--- config.mk ---
export PLATFORM = sky130hd
export DESIGN_NAME = pulse_peak_bpm_tracker_unit_flat
export DESIGN_NICKNAME = d
export VERILOG_FILES = /design/src/hw/rtl/ppbt_pkg.sv /design/src/hw/rtl/ppbt_if.sv /design/src/hw/rtl/ppbt_ram.sv /design/src/hw/rtl/ppbt_div.sv /design/src/hw/rtl/ppbt_datapath.sv /design/src/hw/rtl/ppbt_ctrl.sv /design/src/hw/rtl/pulse_peak_bpm_tracker_unit.sv /design/src/flat_wrapper.sv
export SDC_FILE = /design/constraint.sdc
export NUM_CORES = 1
export LEC_CHECK = 0
export BUFFER_PORTS_ARGS = -buffer_cell sky130_fd_sc_hd__buf_2
export CORE_MARGIN = 2
export CORE_UTILIZATION = 40
export CTS_CLUSTER_DIAMETER = 200
export DETAILED_ROUTE_END_ITERATION = 8
export PLACE_DENSITY_LB_ADDON = 0.05
export SETUP_SLACK_MARGIN = 0.2
export SLEW_MARGIN = 20
export SYNTH_ARGS = -nofsm -noshare
export SYNTH_HDL_FRONTEND = slang
export SYNTH_SLANG_ARGS = --single-unit
--- constraint.sdc ---
create_clock -name i_clk -period 8.5 [get_ports i_clk]
set_input_delay 0.85 -clock i_clk [delete_from_list [all_inputs] [get_ports i_clk]]
set_output_delay 0.85 -clock i_clk [all_outputs]
set_load 0.05 [all_outputs]
--- src/hw/rtl/ppbt_pkg.sv ---
// Types, constants and codes of the pulse peak rate tracker.
package ppbt_pkg;

    localparam int IR_W       = 18;
    localparam int TIME_W     = 16;
    localparam int RATE_W     = 16;
    localparam int AVG_W      = 8;
    localparam int STATUS_W   = 2;
    localparam int CFG_IDX_W  = 3;
    localparam int CFG_DATA_W = 18;
    localparam int COUNT_W    = 2;

    localparam int SAMPLE_DEPTH_DEF = 8;
    localparam int RATE_DEPTH_DEF   = 4;

    // Shared divider: dividend covers the widest window sum, two bits per cycle.
    localparam int DIV_W     = 24;
    localparam int DIVISOR_W = 16;

    localparam logic [RATE_W-1:0]  BPM_NUMERATOR = 16'd60000;
    localparam logic [RATE_W-1:0]  CLAMP_VALUE   = 16'd83;
    localparam logic [COUNT_W-1:0] COUNT_MAX     = 2'd3;

    localparam logic [IR_W-1:0]   FINGER_THR_RST = 18'd3000;
    localparam logic [IR_W-1:0]   RISE_THR_RST   = 18'd100;
    localparam logic [IR_W-1:0]   FALL_THR_RST   = 18'd50;
    localparam logic [TIME_W-1:0] MIN_IVL_RST    = 16'd300;
    localparam logic [TIME_W-1:0] MAX_IVL_RST    = 16'd2000;
    localparam logic [AVG_W-1:0]  ACCEPT_LOW_RST = 8'd60;
    localparam logic [AVG_W-1:0]  ACCEPT_HI_RST  = 8'd95;
    localparam logic [AVG_W-1:0]  CLAMP_LIM_RST  = 8'd97;

    // Register indexes.
    localparam logic [CFG_IDX_W-1:0] CFG_FINGER_THR = 3'd0;
    localparam logic [CFG_IDX_W-1:0] CFG_RISE_THR   = 3'd1;
    localparam logic [CFG_IDX_W-1:0] CFG_FALL_THR   = 3'd2;
    localparam logic [CFG_IDX_W-1:0] CFG_MIN_IVL    = 3'd3;
    localparam logic [CFG_IDX_W-1:0] CFG_MAX_IVL    = 3'd4;
    localparam logic [CFG_IDX_W-1:0] CFG_ACCEPT_LOW = 3'd5;
    localparam logic [CFG_IDX_W-1:0] CFG_ACCEPT_HI  = 3'd6;
    localparam logic [CFG_IDX_W-1:0] CFG_CLAMP_LIM  = 3'd7;

    // Result status codes.
    localparam logic [STATUS_W-1:0] ST_NO_FINGER = 2'd0;
    localparam logic [STATUS_W-1:0] ST_NOTHING   = 2'd1;
    localparam logic [STATUS_W-1:0] ST_REJECTED  = 2'd2;
    localparam logic [STATUS_W-1:0] ST_ACCEPTED  = 2'd3;

    typedef enum logic [3:0] {
        S_IDLE,
        S_CHECK,
        S_MEAN_GO,
        S_MEAN_WAIT,
        S_PEAK,
        S_RATE_WAIT,
        S_AVG_GO,
        S_AVG_WAIT,
        S_FINISH
    } t_state;

    typedef enum logic [1:0] {
        DIV_MEAN,
        DIV_RATE,
        DIV_AVG
    } t_div_sel;

    typedef struct packed {
        logic     load_in;
        logic     no_finger;
        logic     win_update;
        logic     div_start;
        t_div_sel div_sel;
        logic     peak_eval;
        logic     rate_update;
        logic     avg_eval;
        logic     load_out;
    } t_cmd;

    typedef struct packed {
        logic below_finger;
        logic div_done;
        logic beat_go;
        logic out_free;
    } t_stat;

endpackage

--- src/hw/rtl/ppbt_if.sv ---
// Handshake channel interfaces: sample input, result output, register writes.
interface ppbt_in_if;
    import ppbt_pkg::*;
    logic              valid;
    logic              ready;
    logic [IR_W-1:0]   ir_sample;
    logic [TIME_W-1:0] now_ms;
    modport source (output valid, output ir_sample, output now_ms, input ready);
    modport sink   (input valid, input ir_sample, input now_ms, output ready);
endinterface

interface ppbt_out_if;
    import ppbt_pkg::*;
    logic                valid;
    logic                ready;
    logic [STATUS_W-1:0] status;
    logic                beat_seen;
    logic [RATE_W-1:0]   beat_rate;
    logic [AVG_W-1:0]    avg_rate;
    modport source (output valid, output status, output beat_seen, output beat_rate,
                    output avg_rate, input ready);
    modport sink   (input valid, input status, input beat_seen, input beat_rate,
                    input avg_rate, output ready);
endinterface

interface ppbt_cfg_if;
    import ppbt_pkg::*;
    logic                  valid;
    logic                  ready;
    logic [CFG_IDX_W-1:0]  index;
    logic [CFG_DATA_W-1:0] data;
    modport source (output valid, output index, output data, input ready);
    modport sink   (input valid, input index, input data, output ready);
endinterface

--- src/hw/rtl/ppbt_ram.sv ---
// Generic single-write, single-read RAM with registered read data.
module ppbt_ram #(
    parameter int WIDTH = 18,
    parameter int DEPTH = 8
) (
    input  logic                     i_clk,
    input  logic                     i_we,
    input  logic [$clog2(DEPTH)-1:0] i_waddr,
    input  logic [WIDTH-1:0]         i_wdata,
    input  logic [$clog2(DEPTH)-1:0] i_raddr,
    output logic [WIDTH-1:0]         o_rdata
);
    logic [WIDTH-1:0] r_mem [DEPTH];
    logic [WIDTH-1:0] r_rdata;

    always_ff @(posedge i_clk) begin
        if (i_we) begin
            r_mem[i_waddr] <= i_wdata;
        end
        r_rdata <= r_mem[i_raddr];
    end

    assign o_rdata = r_rdata;
endmodule

--- src/hw/rtl/ppbt_div.sv ---
// Iterative restoring divider, two quotient bits per cycle.
module ppbt_div (
    input  logic                           i_clk,
    input  logic                           i_rst_n,
    input  logic                           i_start,
    input  logic [ppbt_pkg::DIV_W-1:0]     i_dividend,
    input  logic [ppbt_pkg::DIVISOR_W-1:0] i_divisor,
    output logic                           o_done,
    output logic [ppbt_pkg::DIV_W-1:0]     o_quot
);
    import ppbt_pkg::*;

    localparam int STEPS = DIV_W / 2;
    localparam int CNT_W = $clog2(STEPS + 1);

    logic [DIVISOR_W-1:0] r_rem, n_rem;
    logic [DIV_W-1:0]     r_quot, n_quot;
    logic [DIVISOR_W-1:0] r_div;
    logic [CNT_W-1:0]     r_cnt;
    logic                 r_busy;
    logic                 r_done;
    logic [DIVISOR_W:0]   step_a, step_b;

    // Returns {quotient bit, new remainder}.
    function automatic logic [DIVISOR_W:0] div_step(input logic [DIVISOR_W-1:0] rem,
                                                     input logic                 b,
                                                     input logic [DIVISOR_W-1:0] d);
        logic [DIVISOR_W:0] trial;
        trial = {rem, b};
        if (trial >= {1'b0, d}) begin
            div_step = {1'b1, DIVISOR_W'(trial - {1'b0, d})};
        end else begin
            div_step = {1'b0, trial[DIVISOR_W-1:0]};
        end
    endfunction

    always_comb begin
        step_a = div_step(r_rem, r_quot[DIV_W-1], r_div);
        step_b = div_step(step_a[DIVISOR_W-1:0], r_quot[DIV_W-2], r_div);
        n_rem  = step_b[DIVISOR_W-1:0];
        n_quot = {r_quot[DIV_W-3:0], step_a[DIVISOR_W], step_b[DIVISOR_W]};
    end

    always_ff @(posedge i_clk) begin
        if (!i_rst_n) begin
            r_busy <= 1'b0;
            r_done <= 1'b0;
            r_cnt  <= '0;
        end else begin
            r_done <= 1'b0;
            if (i_start) begin
                r_busy <= 1'b1;
                r_cnt  <= CNT_W'(STEPS);
            end else if (r_busy) begin
                r_cnt <= r_cnt - 1'b1;
                if (r_cnt == CNT_W'(1)) begin
                    r_busy <= 1'b0;
                    r_done <= 1'b1;
                end
            end
        end
    end

    always_ff @(posedge i_clk) begin
        if (i_start) begin
            r_rem  <= '0;
            r_quot <= i_dividend;
            r_div  <= i_divisor;
        end else if (r_busy) begin
            r_rem  <= n_rem;
            r_quot <= n_quot;
        end
    end

    assign o_done = r_done;
    assign o_quot = r_quot;
endmodule

--- src/hw/rtl/ppbt_datapath.sv ---
// Datapath: registers, sample and rate windows, shared divider, result register.
module ppbt_datapath #(
    parameter int SAMPLE_DEPTH = ppbt_pkg::SAMPLE_DEPTH_DEF,
    parameter int RATE_DEPTH   = ppbt_pkg::RATE_DEPTH_DEF
) (
    input  logic                            i_clk,
    input  logic                            i_rst_n,
    input  ppbt_pkg::t_cmd                  i_cmd,
    output ppbt_pkg::t_stat                 o_stat,
    input  logic [ppbt_pkg::IR_W-1:0]       i_ir_sample,
    input  logic [ppbt_pkg::TIME_W-1:0]     i_now_ms,
    input  logic                            i_cfg_we,
    input  logic [ppbt_pkg::CFG_IDX_W-1:0]  i_cfg_index,
    input  logic [ppbt_pkg::CFG_DATA_W-1:0] i_cfg_data,
    input  logic                            i_out_ready,
    output logic                            o_out_valid,
    output logic [ppbt_pkg::STATUS_W-1:0]   o_status,
    output logic                            o_beat_seen,
    output logic [ppbt_pkg::RATE_W-1:0]     o_beat_rate,
    output logic [ppbt_pkg::AVG_W-1:0]      o_avg_rate
);
    import ppbt_pkg::*;

    localparam int SLOT_W  = $clog2(SAMPLE_DEPTH);
    localparam int SUM_W   = IR_W + SLOT_W;
    localparam int RSLOT_W = $clog2(RATE_DEPTH);
    localparam int RSUM_W  = RATE_W + RSLOT_W;
    localparam logic [SLOT_W-1:0]  SLOT_LAST  = SLOT_W'(SAMPLE_DEPTH - 1);
    localparam logic [RSLOT_W-1:0] RSLOT_LAST = RSLOT_W'(RATE_DEPTH - 1);

    // Configuration registers.
    logic [IR_W-1:0]   r_finger_thr, r_rise_thr, r_fall_thr;
    logic [TIME_W-1:0] r_min_ivl, r_max_ivl;
    logic [AVG_W-1:0]  r_accept_low, r_accept_hi, r_clamp_lim;

    // Tracker state.
    logic [SLOT_W-1:0]  r_slot;
    logic               r_wrapped;
    logic [SUM_W-1:0]   r_sum;
    logic               r_peak;
    logic               r_await;
    logic [TIME_W-1:0]  r_last_peak;
    logic [RATE_W-1:0]  r_rwin [RATE_DEPTH];
    logic [RSLOT_W-1:0] r_rslot;
    logic [RSUM_W-1:0]  r_rsum;
    logic [COUNT_W-1:0] r_count;

    // Current item and its result.
    logic [IR_W-1:0]     r_ir;
    logic [TIME_W-1:0]   r_now;
    logic [STATUS_W-1:0] r_res_status;
    logic                r_res_beat;
    logic [RATE_W-1:0]   r_res_rate;
    logic [AVG_W-1:0]    r_res_avg;

    // Output register.
    logic                r_out_valid;
    logic [STATUS_W-1:0] r_out_status;
    logic                r_out_beat;
    logic [RATE_W-1:0]   r_out_rate;
    logic [AVG_W-1:0]    r_out_avg;

    logic [IR_W-1:0]      ram_rdata;
    logic [IR_W-1:0]      old_sample;
    logic [SUM_W-1:0]     sum_new;
    logic [IR_W-1:0]      mean;
    logic signed [IR_W:0] dev;
    logic                 rise_hit, fall_hit;
    logic [TIME_W-1:0]    dt;
    logic                 dt_ok;
    logic [RATE_W-1:0]    quot_rate;
    logic [RSUM_W-1:0]    rsum_new;
    logic [RATE_W-1:0]    avg_clamped;
    logic [DIV_W-1:0]     div_dividend;
    logic [DIVISOR_W-1:0] div_divisor;
    logic                 div_done;
    logic [DIV_W-1:0]     div_quot;

    ppbt_ram #(
        .WIDTH (IR_W),
        .DEPTH (SAMPLE_DEPTH)
    ) u_sample_ram (
        .i_clk   (i_clk),
        .i_we    (i_cmd.win_update),
        .i_waddr (r_slot),
        .i_wdata (r_ir),
        .i_raddr (r_slot),
        .o_rdata (ram_rdata)
    );

    ppbt_div u_div (
        .i_clk      (i_clk),
        .i_rst_n    (i_rst_n),
        .i_start    (i_cmd.div_start),
        .i_dividend (div_dividend),
        .i_divisor  (div_divisor),
        .o_done     (div_done),
        .o_quot     (div_quot)
    );

    always_comb begin
        // Entries not yet written since reset count as zero.
        old_sample  = r_wrapped ? ram_rdata : '0;
        sum_new     = (r_sum - SUM_W'(old_sample)) + SUM_W'(r_ir);
        mean        = div_quot[IR_W-1:0];
        dev         = $signed({1'b0, r_ir}) - $signed({1'b0, mean});
        rise_hit    = dev > $signed({1'b0, r_rise_thr});
        fall_hit    = dev < $signed({1'b0, r_fall_thr});
        dt          = r_now - r_last_peak;
        dt_ok       = (dt > r_min_ivl) && (dt < r_max_ivl) && (dt != '0);
        quot_rate   = div_quot[RATE_W-1:0];
        rsum_new    = (r_rsum - RSUM_W'(r_rwin[r_rslot])) + RSUM_W'(quot_rate);
        avg_clamped = (quot_rate > RATE_W'(r_clamp_lim)) ? CLAMP_VALUE : quot_rate;

        unique case (i_cmd.div_sel)
            DIV_MEAN: begin
                div_dividend = DIV_W'(r_sum);
                div_divisor  = DIVISOR_W'(SAMPLE_DEPTH);
            end
            DIV_RATE: begin
                div_dividend = DIV_W'(BPM_NUMERATOR);
                div_divisor  = dt;
            end
            DIV_AVG: begin
                div_dividend = DIV_W'(r_rsum);
                div_divisor  = DIVISOR_W'(RATE_DEPTH);
            end
            default: begin
                div_dividend = '0;
                div_divisor  = '0;
            end
        endcase

        o_stat.below_finger = r_ir < r_finger_thr;
        o_stat.div_done     = div_done;
        o_stat.beat_go      = rise_hit && !r_peak && !r_await && dt_ok;
        o_stat.out_free     = !r_out_valid || i_out_ready;
    end

    // Configuration registers and tracker state.
    always_ff @(posedge i_clk) begin
        if (!i_rst_n) begin
            r_finger_thr <= FINGER_THR_RST;
            r_rise_thr   <= RISE_THR_RST;
            r_fall_thr   <= FALL_THR_RST;
            r_min_ivl    <= MIN_IVL_RST;
            r_max_ivl    <= MAX_IVL_RST;
            r_accept_low <= ACCEPT_LOW_RST;
            r_accept_hi  <= ACCEPT_HI_RST;
            r_clamp_lim  <= CLAMP_LIM_RST;
            r_slot       <= '0;
            r_wrapped    <= 1'b0;
            r_sum        <= '0;
            r_peak       <= 1'b0;
            r_await      <= 1'b1;
            r_last_peak  <= '0;
            for (int i = 0; i < RATE_DEPTH; i++) begin
                r_rwin[i] <= '0;
            end
            r_rslot      <= '0;
            r_rsum       <= '0;
            r_count      <= '0;
            r_out_valid  <= 1'b0;
        end else begin
            if (i_cfg_we) begin
                unique case (i_cfg_index)
                    CFG_FINGER_THR: r_finger_thr <= i_cfg_data;
                    CFG_RISE_THR:   r_rise_thr   <= i_cfg_data;
                    CFG_FALL_THR:   r_fall_thr   <= i_cfg_data;
                    CFG_MIN_IVL:    r_min_ivl    <= i_cfg_data[TIME_W-1:0];
                    CFG_MAX_IVL:    r_max_ivl    <= i_cfg_data[TIME_W-1:0];
                    CFG_ACCEPT_LOW: r_accept_low <= i_cfg_data[AVG_W-1:0];
                    CFG_ACCEPT_HI:  r_accept_hi  <= i_cfg_data[AVG_W-1:0];
                    CFG_CLAMP_LIM:  r_clamp_lim  <= i_cfg_data[AVG_W-1:0];
                    default: ;
                endcase
            end

            if (i_cmd.no_finger) begin
                r_await <= 1'b1;
                r_count <= '0;
            end

            if (i_cmd.win_update) begin
                r_sum  <= sum_new;
                if (r_slot == SLOT_LAST) begin
                    r_slot    <= '0;
                    r_wrapped <= 1'b1;
                end else begin
                    r_slot <= r_slot + 1'b1;
                end
            end

            if (i_cmd.peak_eval) begin
                if (rise_hit && !r_peak) begin
                    r_peak      <= 1'b1;
                    r_last_peak <= r_now;
                    r_await     <= 1'b0;
                end
                // The fall test comes after the rise test and wins.
                if (fall_hit) begin
                    r_peak <= 1'b0;
                end
            end

            if (i_cmd.rate_update) begin
                r_rwin[r_rslot] <= quot_rate;
                r_rsum          <= rsum_new;
                r_rslot         <= (r_rslot == RSLOT_LAST) ? '0 : r_rslot + 1'b1;
                if (r_count != COUNT_MAX) begin
                    r_count <= r_count + 1'b1;
                end
            end

            if (i_cmd.load_out) begin
                r_out_valid <= 1'b1;
            end else if (i_out_ready) begin
                r_out_valid <= 1'b0;
            end
        end
    end

    // Item payload and result fields.
    always_ff @(posedge i_clk) begin
        if (i_cmd.load_in) begin
            r_ir         <= i_ir_sample;
            r_now        <= i_now_ms;
            r_res_status <= ST_NOTHING;
            r_res_beat   <= 1'b0;
            r_res_rate   <= '0;
            r_res_avg    <= '0;
        end
        if (i_cmd.no_finger) begin
            r_res_status <= ST_NO_FINGER;
        end
        if (i_cmd.rate_update) begin
            r_res_beat <= 1'b1;
            r_res_rate <= quot_rate;
        end
        if (i_cmd.avg_eval && (r_count == COUNT_MAX)) begin
            r_res_avg    <= avg_clamped[AVG_W-1:0];
            r_res_status <= ((avg_clamped > RATE_W'(r_accept_low)) &&
                             (avg_clamped < RATE_W'(r_accept_hi))) ? ST_ACCEPTED : ST_REJECTED;
        end
        if (i_cmd.load_out) begin
            r_out_status <= r_res_status;
            r_out_beat   <= r_res_beat;
            r_out_rate   <= r_res_rate;
            r_out_avg    <= r_res_avg;
        end
    end

    assign o_out_valid = r_out_valid;
    assign o_status    = r_out_status;
    assign o_beat_seen = r_out_beat;
    assign o_beat_rate = r_out_rate;
    assign o_avg_rate  = r_out_avg;
endmodule

--- src/hw/rtl/ppbt_ctrl.sv ---
// Controller state machine that sequences one sample through the datapath.
module ppbt_ctrl (
    input  logic            i_clk,
    input  logic            i_rst_n,
    input  logic            i_in_valid,
    output logic            o_in_ready,
    input  ppbt_pkg::t_stat i_stat,
    output ppbt_pkg::t_cmd  o_cmd
);
    import ppbt_pkg::*;

    t_state r_state, n_state;

    always_ff @(posedge i_clk) begin
        if (!i_rst_n) begin
            r_state <= S_IDLE;
        end else begin
            r_state <= n_state;
        end
    end

    always_comb begin
        n_state       = r_state;
        o_cmd         = '0;
        o_cmd.div_sel = DIV_MEAN;
        o_in_ready    = 1'b0;
        unique case (r_state)
            S_IDLE: begin
                o_in_ready = 1'b1;
                if (i_in_valid) begin
                    o_cmd.load_in = 1'b1;
                    n_state       = S_CHECK;
                end
            end
            S_CHECK: begin
                if (i_stat.below_finger) begin
                    o_cmd.no_finger = 1'b1;
                    n_state         = S_FINISH;
                end else begin
                    o_cmd.win_update = 1'b1;
                    n_state          = S_MEAN_GO;
                end
            end
            S_MEAN_GO: begin
                o_cmd.div_start = 1'b1;
                o_cmd.div_sel   = DIV_MEAN;
                n_state         = S_MEAN_WAIT;
            end
            S_MEAN_WAIT: begin
                if (i_stat.div_done) begin
                    n_state = S_PEAK;
                end
            end
            S_PEAK: begin
                o_cmd.peak_eval = 1'b1;
                if (i_stat.beat_go) begin
                    o_cmd.div_start = 1'b1;
                    o_cmd.div_sel   = DIV_RATE;
                    n_state         = S_RATE_WAIT;
                end else begin
                    n_state = S_FINISH;
                end
            end
            S_RATE_WAIT: begin
                if (i_stat.div_done) begin
                    o_cmd.rate_update = 1'b1;
                    n_state           = S_AVG_GO;
                end
            end
            S_AVG_GO: begin
                o_cmd.div_start = 1'b1;
                o_cmd.div_sel   = DIV_AVG;
                n_state         = S_AVG_WAIT;
            end
            S_AVG_WAIT: begin
                if (i_stat.div_done) begin
                    o_cmd.avg_eval = 1'b1;
                    n_state        = S_FINISH;
                end
            end
            S_FINISH: begin
                if (i_stat.out_free) begin
                    o_cmd.load_out = 1'b1;
                    n_state        = S_IDLE;
                end
            end
            default: begin
                n_state = S_IDLE;
            end
        endcase
    end
endmodule

--- src/hw/rtl/pulse_peak_bpm_tracker_unit.sv ---
// Pulse peak rate tracker top level: controller, datapath and register port.
//
// Each accepted item (an infrared sample with a millisecond timestamp) yields
// exactly one result item. A sample below the finger threshold skips the
// divider on its way to the result register. Any other sample passes
// through a shared two-bit-per-cycle divider once for the window mean; a
// sample that completes a valid beat interval uses the divider twice more,
// for 60000/interval and for the rate average. One item is worked on at a
// time; the next item is taken as soon as the previous result sits in the
// output register, which holds it until the sink takes it. Register writes
// are taken in any cycle and must only be issued while no item is in flight.
module pulse_peak_bpm_tracker_unit #(
    parameter int SAMPLE_DEPTH = ppbt_pkg::SAMPLE_DEPTH_DEF,
    parameter int RATE_DEPTH   = ppbt_pkg::RATE_DEPTH_DEF
) (
    input  logic       i_clk,
    input  logic       i_rst_n,
    ppbt_in_if.sink    i_in,
    ppbt_out_if.source o_out,
    ppbt_cfg_if.sink   i_cfg
);
    import ppbt_pkg::*;

    t_cmd  cmd;
    t_stat stat;

    assign i_cfg.ready = 1'b1;

    ppbt_ctrl u_ctrl (
        .i_clk      (i_clk),
        .i_rst_n    (i_rst_n),
        .i_in_valid (i_in.valid),
        .o_in_ready (i_in.ready),
        .i_stat     (stat),
        .o_cmd      (cmd)
    );

    ppbt_datapath #(
        .SAMPLE_DEPTH (SAMPLE_DEPTH),
        .RATE_DEPTH   (RATE_DEPTH)
    ) u_datapath (
        .i_clk       (i_clk),
        .i_rst_n     (i_rst_n),
        .i_cmd       (cmd),
        .o_stat      (stat),
        .i_ir_sample (i_in.ir_sample),
        .i_now_ms    (i_in.now_ms),
        .i_cfg_we    (i_cfg.valid),
        .i_cfg_index (i_cfg.index),
        .i_cfg_data  (i_cfg.data),
        .i_out_ready (o_out.ready),
        .o_out_valid (o_out.valid),
        .o_status    (o_out.status),
        .o_beat_seen (o_out.beat_seen),
        .o_beat_rate (o_out.beat_rate),
        .o_avg_rate  (o_out.avg_rate)
    );
endmodule

--- src/flat_wrapper.sv ---
// flat-port wrapper written by rule: the top's interface ports become plain ports
module pulse_peak_bpm_tracker_unit_flat import ppbt_pkg::*;
#(
    parameter int SAMPLE_DEPTH = ppbt_pkg::SAMPLE_DEPTH_DEF,
    parameter int RATE_DEPTH   = ppbt_pkg::RATE_DEPTH_DEF
)
  (i_clk, i_rst_n, i_in_valid, i_in_ir_sample, i_in_now_ms, i_in_ready, o_out_valid, o_out_status, o_out_beat_seen, o_out_beat_rate, o_out_avg_rate, o_out_ready, i_cfg_valid, i_cfg_index, i_cfg_data, i_cfg_ready);
  ppbt_in_if i_in_i ();
  ppbt_out_if o_out_i ();
  ppbt_cfg_if i_cfg_i ();
  input  logic i_clk;
  input  logic i_rst_n;
  input wire logic [$bits(i_in_i.valid)-1:0] i_in_valid;
  input wire logic [$bits(i_in_i.ir_sample)-1:0] i_in_ir_sample;
  input wire logic [$bits(i_in_i.now_ms)-1:0] i_in_now_ms;
  output wire logic [$bits(i_in_i.ready)-1:0] i_in_ready;
  output wire logic [$bits(o_out_i.valid)-1:0] o_out_valid;
  output wire logic [$bits(o_out_i.status)-1:0] o_out_status;
  output wire logic [$bits(o_out_i.beat_seen)-1:0] o_out_beat_seen;
  output wire logic [$bits(o_out_i.beat_rate)-1:0] o_out_beat_rate;
  output wire logic [$bits(o_out_i.avg_rate)-1:0] o_out_avg_rate;
  input wire logic [$bits(o_out_i.ready)-1:0] o_out_ready;
  input wire logic [$bits(i_cfg_i.valid)-1:0] i_cfg_valid;
  input wire logic [$bits(i_cfg_i.index)-1:0] i_cfg_index;
  input wire logic [$bits(i_cfg_i.data)-1:0] i_cfg_data;
  output wire logic [$bits(i_cfg_i.ready)-1:0] i_cfg_ready;
  assign i_in_i.valid = i_in_valid;
  assign i_in_i.ir_sample = i_in_ir_sample;
  assign i_in_i.now_ms = i_in_now_ms;
  assign i_in_ready = i_in_i.ready;
  assign o_out_valid = o_out_i.valid;
  assign o_out_status = o_out_i.status;
  assign o_out_beat_seen = o_out_i.beat_seen;
  assign o_out_beat_rate = o_out_i.beat_rate;
  assign o_out_avg_rate = o_out_i.avg_rate;
  assign o_out_i.ready = o_out_ready;
  assign i_cfg_i.valid = i_cfg_valid;
  assign i_cfg_i.index = i_cfg_index;
  assign i_cfg_i.data = i_cfg_data;
  assign i_cfg_ready = i_cfg_i.ready;
  pulse_peak_bpm_tracker_unit #(.SAMPLE_DEPTH(SAMPLE_DEPTH), .RATE_DEPTH(RATE_DEPTH)) u_core (.i_clk(i_clk), .i_rst_n(i_rst_n), .i_in(i_in_i), .o_out(o_out_i), .i_cfg(i_cfg_i));
endmodule
==> results.cfg, run 1 <==
[placed_design]
place_area_um2 = 31000
routabilityCongestion = 0.8902
hpwl_mm = 58.12
portBuffers = 88

[min_path]
hold_path_class = reg2reg
hold_path_depth = 0

[logic_synthesis]
ys_types = 77
synth_edf_count = 335
synth_commonest_cells = 341 x nand2_1, 335 x edfxtp_1, 320 x inv_1
ys_seq_area_share_pct = 49.41
ys_warn_count = 0
synth-seq-cells = 558
syn_area_um2 = 29400
postSynthAreaPerCell_um2 = 10.11
yosys.cell_count.top_type = nand2_1
syn_nets = 3222
synth_area_leaders = edfxtp_1 34%, dfxtp_1 15%, ha_1 9.2%, nand2_1 4.4%, inv_1 4.1%
postSynth.asyncResetShare_pct = 0
synth_cells = 2908
yosysTopAreaCell = edfxtp_1
synth-main-ff-cell = edfxtp_1
synth.top_cell.area_share_pct = 34.22

[critical_path]
rr_worst_depth = 20
timing.rr.end = u_core.u_datapath.u_div.r_rem[13]
arrival_ns = 6.86
crit_path_end_kind = flip-flop
path_max_fanout = 14
rrSetupSlack_ns = 2.14
path_class = reg2reg
cp.required_ns = 9.00
critPathLaunch = u_core.u_datapath.u_div.r_div[1]
worstSetupEndpoint = u_core.u_datapath.u_div.r_rem[13]
cp-start-kind = flip-flop
r2r_start = u_core.u_datapath.u_div.r_div[1]

[global_routing]
grt_pass1_vias = 20950
grt_max_degree = 94
antenna_found_initial = 2
grt_pass1_wl_mm = 127.8
grt.overflow.total = 0
grtUsageTotal_pct = 22.13

[sta]
setup_violations = 0
slew_viol_final = 0
period_minus_slack_ns = 6.359
worst_slew_pin_slew_ns = 1.110
tns_ns = 0
hold_viol = 0
fin_skew_ns = 0.01722
max_freq_ghz = 0.1573
max_slew_margin_pct = 25.76
rsz0062_at_grt = false
fin_crit_sh_pct = 74.81

[power_and_ir_drop]
p_per_area_nw_per_um2 = 365.1
ir_drop_mv = 0.1710
leakage_nw = 13.10

[floorplanning]
fp.dieH_um = 275.1
coreArea_um2 = 72830
dieArea_um2 = 75680
die_w_um = 275.1
io_pins = 90
rows = 99
initial_utilization_pct = 40.36

[outcome]
status = completed

[clock_tree]
ctsRootBufferMaster = clkbuf_16
path_clk_slew_ns = 0.06
cts_hold_buf = 0
cts_sinks = 558
cts_tree = done
clock_latency_ns = 0.61
htree_num_levels = 3
ctsLongestPathBuffers = 3
cts_made_buffers = 67
postCtsSetupRepairBufs = 0
cts_resized = 0

[cells_and_area]
post-route-cell-area_um2 = 33410
seq_area_um2 = 14520
nets = 3303
postLayoutCoreUtil_pct = 45.88
syn2layout_area_growth_pct = 13.66
multi_input_area_um2 = 13310
fillers = 6900
layout-drive-gt1-share_pct = 10.16

[detailed_routing]
firstDrtPassIters = 7
drc = 0
antenna_left = 0
vias = 21460
drt-initial-drc-count = 1618
viasPerCell = 5.363
finalWirelength_mm = 83.39
wl_per_cell_um = 20.84

[job]
maxCapViolations = 0
[flip-flops by register name, indices dropped and copies added (netlist names), 18 cells and up, named ones only]
| signal | count |
|---|---|
| u_core.u_datapath.r_rsum | 18 |
| u_core.u_datapath.r_ir | 18 |
| u_core.u_datapath.r_sum | 21 |
| u_core.u_datapath.r_fall_thr | 18 |
| u_core.u_datapath.u_sample_ram.o_rdata | 18 |
| u_core.u_datapath.u_sample_ram.r_mem | 144 |
| u_core.u_datapath.r_rwin | 64 |
| u_core.u_datapath.u_div.o_quot | 24 |
| u_core.u_datapath.r_rise_thr | 18 |
| u_core.u_datapath.r_finger_thr | 18 |
[cells by family after synthesis]
family / after synthesis / share of synthesized area [%]
adder cells (fa/ha/maj): 254 / 11.78
multiplexers: 56 / 2.639
AO/OA/AOI/OAI: 644 / 14.10
buffers and inverters: 439 / 5.695
XOR/XNOR: 75 / 2.235
other: 1 / 0.01276
flip-flops: 558 / 49.41
AND/OR/NAND/NOR: 881 / 14.13
[metrics by stage]
stage / power [mW] / hold slack, ns / setup WS (ns) / instances
floorplan: 7.580 / 0.4003 / 3.026 / 2908
global placement: 9.026 / 0.4073 / 2.291 / 3879
detailed placement: 9.075 / 0.4045 / 2.203 / 3879
CTS: 12.26 / 0.3807 / 2.152 / 4001
global route: 13.08 / 0.3972 / 1.628 / 4001
finish: 12.20 / 0.4116 / 2.141 / 4002
[routing by layer]
metal	global-route usage, %	up-vias	part of all wire [%]
met5	0	-	0.016
met4	5.789	2	1.9
met3	2.601	102	4.4
met2	34.53	502	44
met1	32.52	10420	49
li1	-	10440	-
[power breakdown]
part,internal (mW),switching [mW]
clock network,1.95,1.17
logic,2.15,3.27
registers,3.35,0.311
total,7.45,4.75
[cell type report]
class                   instances  area share, %
flip-flops and latches        558          43.47
multi-input cells            1911          39.84
clock buffers                  87          5.576
inverters                     321          3.614
well taps                     959          3.591
repair buffers                130          2.262
clock inverters                35          1.640
diodes                          1       0.007489
[worst max-delay path, cell delays in order (launching register included)]
cell and delay [ns]:
edfxtp_1 0.42, inv_1 0.16, ha_1 0.27, nor2b_1 0.15, o31a_1 0.28, o41ai_1 0.40, o21ai_0 0.37, o211ai_1 0.52
nand2_1 0.57, mux2_2 0.48, ha_1 0.35, a21o_1 0.18, a21oi_1 0.17, a21oi_1 0.11, o21ai_0 0.36, nand3_1 0.14
a221oi_1 0.27, buf_4 0.27, nand2_1 0.32, mux2i_1 0.20, a211oi_1 0.27
[placed cells by master (no fill, tap or decap), types with 23 or more instances in the layout]
master / count
a211oi_1: 30
a21o_1: 49
a21oi_1: 218
a22oi_1: 73
and2_1: 68
buf_2: 88
buf_4: 42
clkbuf_16: 68
dfxtp_1: 223
edfxtp_1: 335
fa_1: 38
ha_1: 216
inv_1: 318
mux2i_1: 28
nand2_1: 340
nand2b_1: 23
nand3_1: 54
nand4_1: 39
nor2_1: 177
nor2b_1: 32
nor3_1: 39
nor4_1: 28
o211ai_1: 51
o21a_1: 27
o21ai_0: 93
xnor2_1: 50
xor2_1: 25
[worst min-delay path by stage]
stage	from	slack [ns]	end
after floorplan	u_core.u_datapath.r_res_avg[0]	0.40	u_core.u_datapath.o_avg_rate[0]
after global placement	u_core.u_datapath.r_res_rate[10]	0.41	u_core.u_datapath.o_beat_rate[10]
after detailed placement	u_core.u_datapath.r_res_rate[9]	0.40	u_core.u_datapath.o_beat_rate[9]
after CTS	i_in_now_ms[2]	0.38	u_core.u_datapath.r_now[2]
after global routing	i_in_ir_sample[15]	0.40	u_core.u_datapath.r_ir[15]
final	u_core.u_datapath.r_res_rate[13]	0.41	u_core.u_datapath.o_beat_rate[13]
No activity file was read; power rests on OpenSTA's default activity.
==> run 2: changes to the inputs <==
--- a/config.mk
+++ b/config.mk
@@ -5,6 +5,7 @@
 export SDC_FILE = /design/constraint.sdc
 export NUM_CORES = 1
 export LEC_CHECK = 0
+export ABC_AREA = 1
 export BUFFER_PORTS_ARGS = -buffer_cell sky130_fd_sc_hd__buf_2
 export CORE_MARGIN = 2
 export CORE_UTILIZATION = 40
==> constraint.sdc (replaced) <==
create_clock -name i_clk -period 5.4 [get_ports i_clk]
set_input_delay 0.54 -clock i_clk [delete_from_list [all_inputs] [get_ports i_clk]]
set_output_delay 0.54 -clock i_clk [all_outputs]
set_load 0.05 [all_outputs]
==> results.cfg, run 2 <==
[critical_path]
timing.rr.end = u_core.u_datapath.u_div.r_rem[9]
crit_path_end_kind = flip-flop
r2r_start = u_core.u_datapath.u_div.r_div[2]
cp-start-kind = flip-flop
path_class = reg2reg
rr_worst_depth = 22
arrival_ns = 5.24
cp.required_ns = 5.86
rrSetupSlack_ns = 0.62
path_max_fanout = 19

[placed_design]
hpwl_mm = 62.38
portBuffers = 88
routabilityCongestion = 0.8935

[clock_tree]
htree_num_levels = 3
ctsRootBufferMaster = clkbuf_16
cts_made_buffers = 67
cts_tree = done
path_clk_slew_ns = 0.06
ctsLongestPathBuffers = 3
cts_sinks = 558
clock_latency_ns = 0.61

[global_routing]
grt.overflow.total = 0
grt_pass1_wl_mm = 132.4
grt_max_degree = 116
grt_pass1_vias = 21830
antenna_found_initial = 7
grtUsageTotal_pct = 23.37

[power_and_ir_drop]
leakage_nw = 14.28
ir_drop_mv = 0.2418
p_per_area_nw_per_um2 = 491.4

[sta]
whs_ns = 0.1143
fin_skew_ns = 0.02291
worst_slew_pin_slew_ns = 1.136
fin_crit_sh_pct = 88.43
max_freq_ghz = 0.2094
period_minus_slack_ns = 4.775
hold_viol = 0
rsz0062_at_grt = false
max_slew_margin_pct = 24.18
setup_violations = 0
tns_ns = 0
slew_viol_final = 0

[job]
maxCapViolations = 0

[cells_and_area]
layout-drive-gt1-share_pct = 9.131
layout_commonest_cell = nand2_1
nets = 3659
syn2layout_area_growth_pct = 13.44
largest_reg_flops = 144
final_cell_mix = 527 x nand2_1, 500 x inv_1, 335 x edfxtp_1
top_register = u_core.u_datapath.u_sample_ram.r_mem

[logic_synthesis]
syn_area_um2 = 29330
synth.top_cell.area_share_pct = 34.30
ys_seq_area_share_pct = 49.52
synth_area_leaders = edfxtp_1 34%, dfxtp_1 15%, ha_1 9.2%, nand2_1 6.7%, inv_1 6.4%
ys_types = 60
synth-seq-cells = 558
syn_nets = 3524
yosys.cell_count.top_type = nand2_1
yosysTopAreaCell = edfxtp_1
postSynth.asyncResetShare_pct = 0
synth-main-ff-cell = edfxtp_1
synth_cells = 3210
synth_edf_count = 335
ys_warn_count = 0
synth_commonest_cells = 527 x nand2_1, 500 x inv_1, 335 x edfxtp_1
postSynthAreaPerCell_um2 = 9.137

[detailed_routing]
drc = 0
wl_per_cell_um = 20.21
vias = 22530
drt-initial-drc-count = 1683
firstDrtPassIters = 7
viasPerCell = 5.170
finalWirelength_mm = 88.08
antenna_left = 0

[floorplanning]
initial_utilization_pct = 40.27
die_w_um = 274.8
fp.dieH_um = 274.8
dieArea_um2 = 75510
io_pins = 90
coreArea_um2 = 72830
rows = 99

[min_path]
min-delay-start = i_in_ir_sample[9]
hold_path_class = in2reg
hold_path_depth = 1
min_to = u_core.u_datapath.r_ir[9]

[outcome]
status = completed
-- run 2: worst max-delay path by stage --
stage	startpoint	to	slack (ns)
detailed placement	u_core.u_datapath.r_ir[0]	u_core.u_datapath.u_div.o_quot[5]	0.47
global placement	u_core.u_datapath.r_ir[0]	u_core.u_datapath.u_div.o_quot[5]	0.70
global route	u_core.u_datapath.u_div.r_div[2]	u_core.u_datapath.u_div.r_rem[14]	0.20
floorplan	u_core.u_datapath.u_div.o_quot[2]	u_core.u_datapath.u_div.o_quot[0]	1.04
finish	u_core.u_datapath.u_div.r_div[2]	u_core.u_datapath.u_div.r_rem[9]	0.62
CTS	u_core.u_datapath.r_ir[0]	u_core.u_datapath.u_div.o_quot[5]	0.46
-- run 2: where the power goes --
group,leakage (nW),switching [mW],internal (mW),total [mW]
registers,4.98,0.265,5.09,5.35
clock network,1.02,1.83,2.59,4.42
logic,8.27,4.27,2.31,6.58
total,14.3,6.36,9.98,16.3
-- run 2: worst max-delay path: stages, from the launching register on --
cell and delay, ns:
edfxtp_1 0.37, inv_1 0.16, ha_1 0.32, a21oi_1 0.15, nand2_1 0.15, a21oi_2 0.24, o21ai_2 0.10, nand3_1 0.12
nand2_1 0.07, nand2_2 0.09, nand2_1 0.23, buf_4 0.31, o21ai_0 0.22, inv_1 0.11, ha_1 0.35, a21oi_1 0.21
o21ai_0 0.10, a21oi_1 0.14, nand2_1 0.13, a21oi_2 0.28, nand3_2 0.32, o21ai_0 0.35, a21oi_2 0.08
-- run 2: stage by stage --
step	setup WS (ns)	area [um2]	power, mW	utilization (%)	instances
2_1_floorplan	1.044	29330	10.03	-	3210
3_3_place_gp	0.6968	31120	11.92	42.73	4233
3_5_place_dp	0.4700	31120	11.95	42.73	4233
4_1_cts	0.4645	33230	16.43	45.63	4352
5_1_grt	0.2045	33270	17.50	45.67	4357
6_report	0.6245	33270	16.35	45.68	4359
-- run 2: what timing repair did --
action	4_1_cts	5_1_grt
resized for setup	0	1
buffers inserted	0	0
endpoints found under the setup margin	0	8
hold buffers	0	0
-- run 2: cell type report --
type                    instances  area [um2]
flip-flops and latches        558       14520
fillers                      7130       39560
diodes                          5       12.51
repair buffers                158       975.9
multi-input cells            2044       12510
clock inverters                26       280.3
well taps                     959        1200
inverters                     516        1937
clock buffers                  93        1834
-- run 2: logic make-up after synthesis --
family | share of synthesized area [%]
simple gates | 14.20
compound gates | 14.19
buf+inv | 8.033
flops | 49.52
fa+ha+maj | 11.81
xor+xnor | 2.235
other cells | 0.01279
-- run 2: layer usage --
layer	track usage (%)	up-vias	wire length (um)	part of all wire, %
met3	3.325	134	3937	4.5
met4	7.667	0	2861	3.2
met5	0	-	0	0
met2	39.68	496	42150	48
met1	30.71	10780	39130	44
li1	-	11130	-	-
==> run 3: changes to the inputs <==
--- a/config.mk
+++ b/config.mk
@@ -16,4 +16,5 @@
 export SLEW_MARGIN = 20
 export SYNTH_ARGS = -nofsm -noshare
 export SYNTH_HDL_FRONTEND = slang
+export SYNTH_HIERARCHICAL = 1
 export SYNTH_SLANG_ARGS = --single-unit
==> results.cfg, run 3 <==
[outcome]
status = completed

[placed_design]
hpwl_mm = 68.15
place_area_um2 = 33180
portBuffers = 88
routabilityCongestion = 0.8773

[critical_path]
arrival_ns = 5.05
crit_path_end_kind = flip-flop
cp.required_ns = 5.77
path_max_fanout = 19
cp-start-kind = flip-flop
path_class = reg2reg

[detailed_routing]
finalWirelength_mm = 93.05
drc = 0
wl_per_cell_um = 18.67
vias = 24410
viasPerCell = 4.897
antenna_left = 0
drt-initial-drc-count = 1598
firstDrtPassIters = 5

[logic_synthesis]
synth_edf_count = 335
synth.top_cell.area_share_pct = 31.94
syn_area_um2 = 31500
synth-compound-area-share_pct = 10.86
synth_commonest_cells = 873 x nand2_1, 661 x inv_1, 335 x edfxtp_1
postSynthAreaPerCell_um2 = 8.357
synthAdderAreaFrac_pct = 10.92
synth-main-ff-cell = edfxtp_1
synth_cells = 3769
synth_area_leaders = edfxtp_1 32%, dfxtp_1 14%, nand2_1 10%, ha_1 8.5%, inv_1 7.9%
ys_types = 68
synth_top_family_by_area = simple AND/OR/NAND/NOR gates
synth-seq-cells = 558
ys_warn_count = 6
yosys.cell_count.top_type = nand2_1
postSynth.asyncResetShare_pct = 0
synth_simple_gate_area_share_pct = 19.89
synthXorXnorAreaFrac_pct = 1.696
yosysTopAreaCell = edfxtp_1
synth.area.mux_share_pct = 0
ys_seq_area_share_pct = 46.11

[clock_tree]
cts_sinks = 558
htree_num_levels = 3
ctsRootBufferMaster = clkbuf_16
cts_made_buffers = 69
cts_tree = done
clock_latency_ns = 0.63
path_clk_slew_ns = 0.05
ctsLongestPathBuffers = 3

[cells_and_area]
final_cell_mix = 872 x nand2_1, 660 x inv_1, 335 x edfxtp_1
nets = 4201
syn2layout_area_growth_pct = 12.91
layout-drive-gt1-share_pct = 10.37
top_register = u_core/u_datapath/u_sample_ram/r_mem
layout_commonest_cell = nand2_1
postLayoutCoreUtil_pct = 45.76
post-route-cell-area_um2 = 35570
largest_reg_flops = 144

[floorplanning]
coreArea_um2 = 77720
rows = 102
dieArea_um2 = 81010
initial_utilization_pct = 40.53
io_pins = 90
fp.dieH_um = 284.6
die_w_um = 284.6

[power_and_ir_drop]
p_per_area_nw_per_um2 = 564.2
fin_total_pwr_mw = 20.07
leakage_nw = 16.64
ir_drop_mv = 0.2405

[sta]
rsz0062_at_grt = false
worst_slew_pin_slew_ns = 1.031
fin_skew_ns = 0.03614
fin_crit_sh_pct = 86.65
max_slew_margin_pct = 31.10
max_freq_ghz = 0.2137
tns_ns = 0
period_minus_slack_ns = 4.679
hold_viol = 0
slew_viol_final = 0
setup_violations = 0

[job]
maxCapViolations = 0

[global_routing]
grt.overflow.total = 0
grt_pass1_vias = 23260
grt_pass1_wl_mm = 142.8
grt_max_degree = 103
grtUsageTotal_pct = 23.05
antenna_found_initial = 8

[min_path]
hold_path_class = in2reg
run 3: cell count changes in the layout (fill, tap and decap cells not counted), moves of 11 or more:
cell      previous run  this run
nand2_1            527       872
inv_1              500       660
nand3_1             91       160
inv_2                5        52
o21ai_0            241       197
a21oi_1            257       229
nor2_1             261       287
a22oi_1             20         0
a22o_1              19         0
nand3_2              4        23
a221oi_1            19         1
xnor2_1             37        25
a21oi_2             16         5
run 3: logic make-up (layout without fill, tap and decap cells):
| family | count (synthesis) | count (layout) |
|---|---|---|
| and+or+nand+nor | 1468 | 1468 |
| buffers and inverters | 827 | 1000 |
| AOI/OAI and AO/OA | 601 | 601 |
| DFF | 558 | 558 |
| adders and majority gates | 252 | 252 |
| xor gates and xnor gates | 61 | 61 |
| other | 2 | 5 |
run 3: worst paths after layout:
path	startpoint	end	slack, ns	depth (start not counted)
min reg2reg	u_core/u_datapath/r_res_rate[12]	u_core/u_datapath/o_beat_rate[12]	0.42	0
min	i_in_ir_sample[15]	u_core/u_datapath/r_ir[15]	0.08	1
max	u_core/u_datapath/r_ir[0]	u_core/u_datapath/u_div/o_quot[6]	0.72	27
max reg2reg	u_core/u_datapath/r_ir[0]	u_core/u_datapath/u_div/o_quot[6]	0.72	27
run 3: timing repair:
action | 4_1_cts | 5_1_grt
setup buffers | 0 | 3
hold buffers | 0 | 0
gates resized for setup | 0 | 6
setup endpoints to repair | 0 | 97
run 3: per-layer routing:
metal | GRT usage [%] | up-vias | share of wire, %
met5 | 0 | - | 0
met4 | 5.855 | 0 | 2.2
met3 | 3.291 | 124 | 5.0
met2 | 35.72 | 486 | 44
met1 | 33.65 | 11350 | 49
li1 | - | 12450 | -
run 3: power by group:
group          switching (mW)  internal [mW]  total [mW]
clock network            1.95           2.76        4.70
registers               0.387           5.35        5.74
logic                    6.45           3.18        9.62
run 3: through the flow:
stage                     std cells  setup slack, ns  hold WS, ns
after global placement         4855           0.5954       0.4027
final                          4985           0.7209      0.08054
after detailed placement       4855           0.5046       0.4045
after CTS                      4981           0.4502      0.04172
after floorplan                3771           0.3945       0.4003
after global routing           4985           0.2579      0.05625
run 3: layout make-up:
class,count,area (um2)
diodes,1,2.502
fillers,7728,42160
repair buffers,156,957.2
clock buffers,97,1906
multi-input cells,2386,13740
well taps,1040,1301
inverters,718,2708
clock inverters,29,425.4
flip-flops and latches,558,14530
run 3: worst max-delay path: stages, from the launching register on:
cell	delay, ns
edfxtp_1	0.48
inv_1	0.17
ha_1	0.20
inv_1	0.08
fa_1	0.46
a21oi_2	0.22
o21bai_2	0.11
a21oi_4	0.18
o21ai_2	0.08
nand2_1	0.06
nand2_1	0.05
xor2_1	0.20
ha_1	0.28
nand2_1	0.09
inv_1	0.05
nand3_1	0.06
nor2_1	0.04
a31oi_1	0.28
nand4_1	0.16
nor2_2	0.22
nand3_2	0.15
inv_1	0.12
inv_1	0.08
nand2_1	0.06
buf_4	0.24
o221ai_1	0.15
nand2_1	0.10
nand2_1	0.05
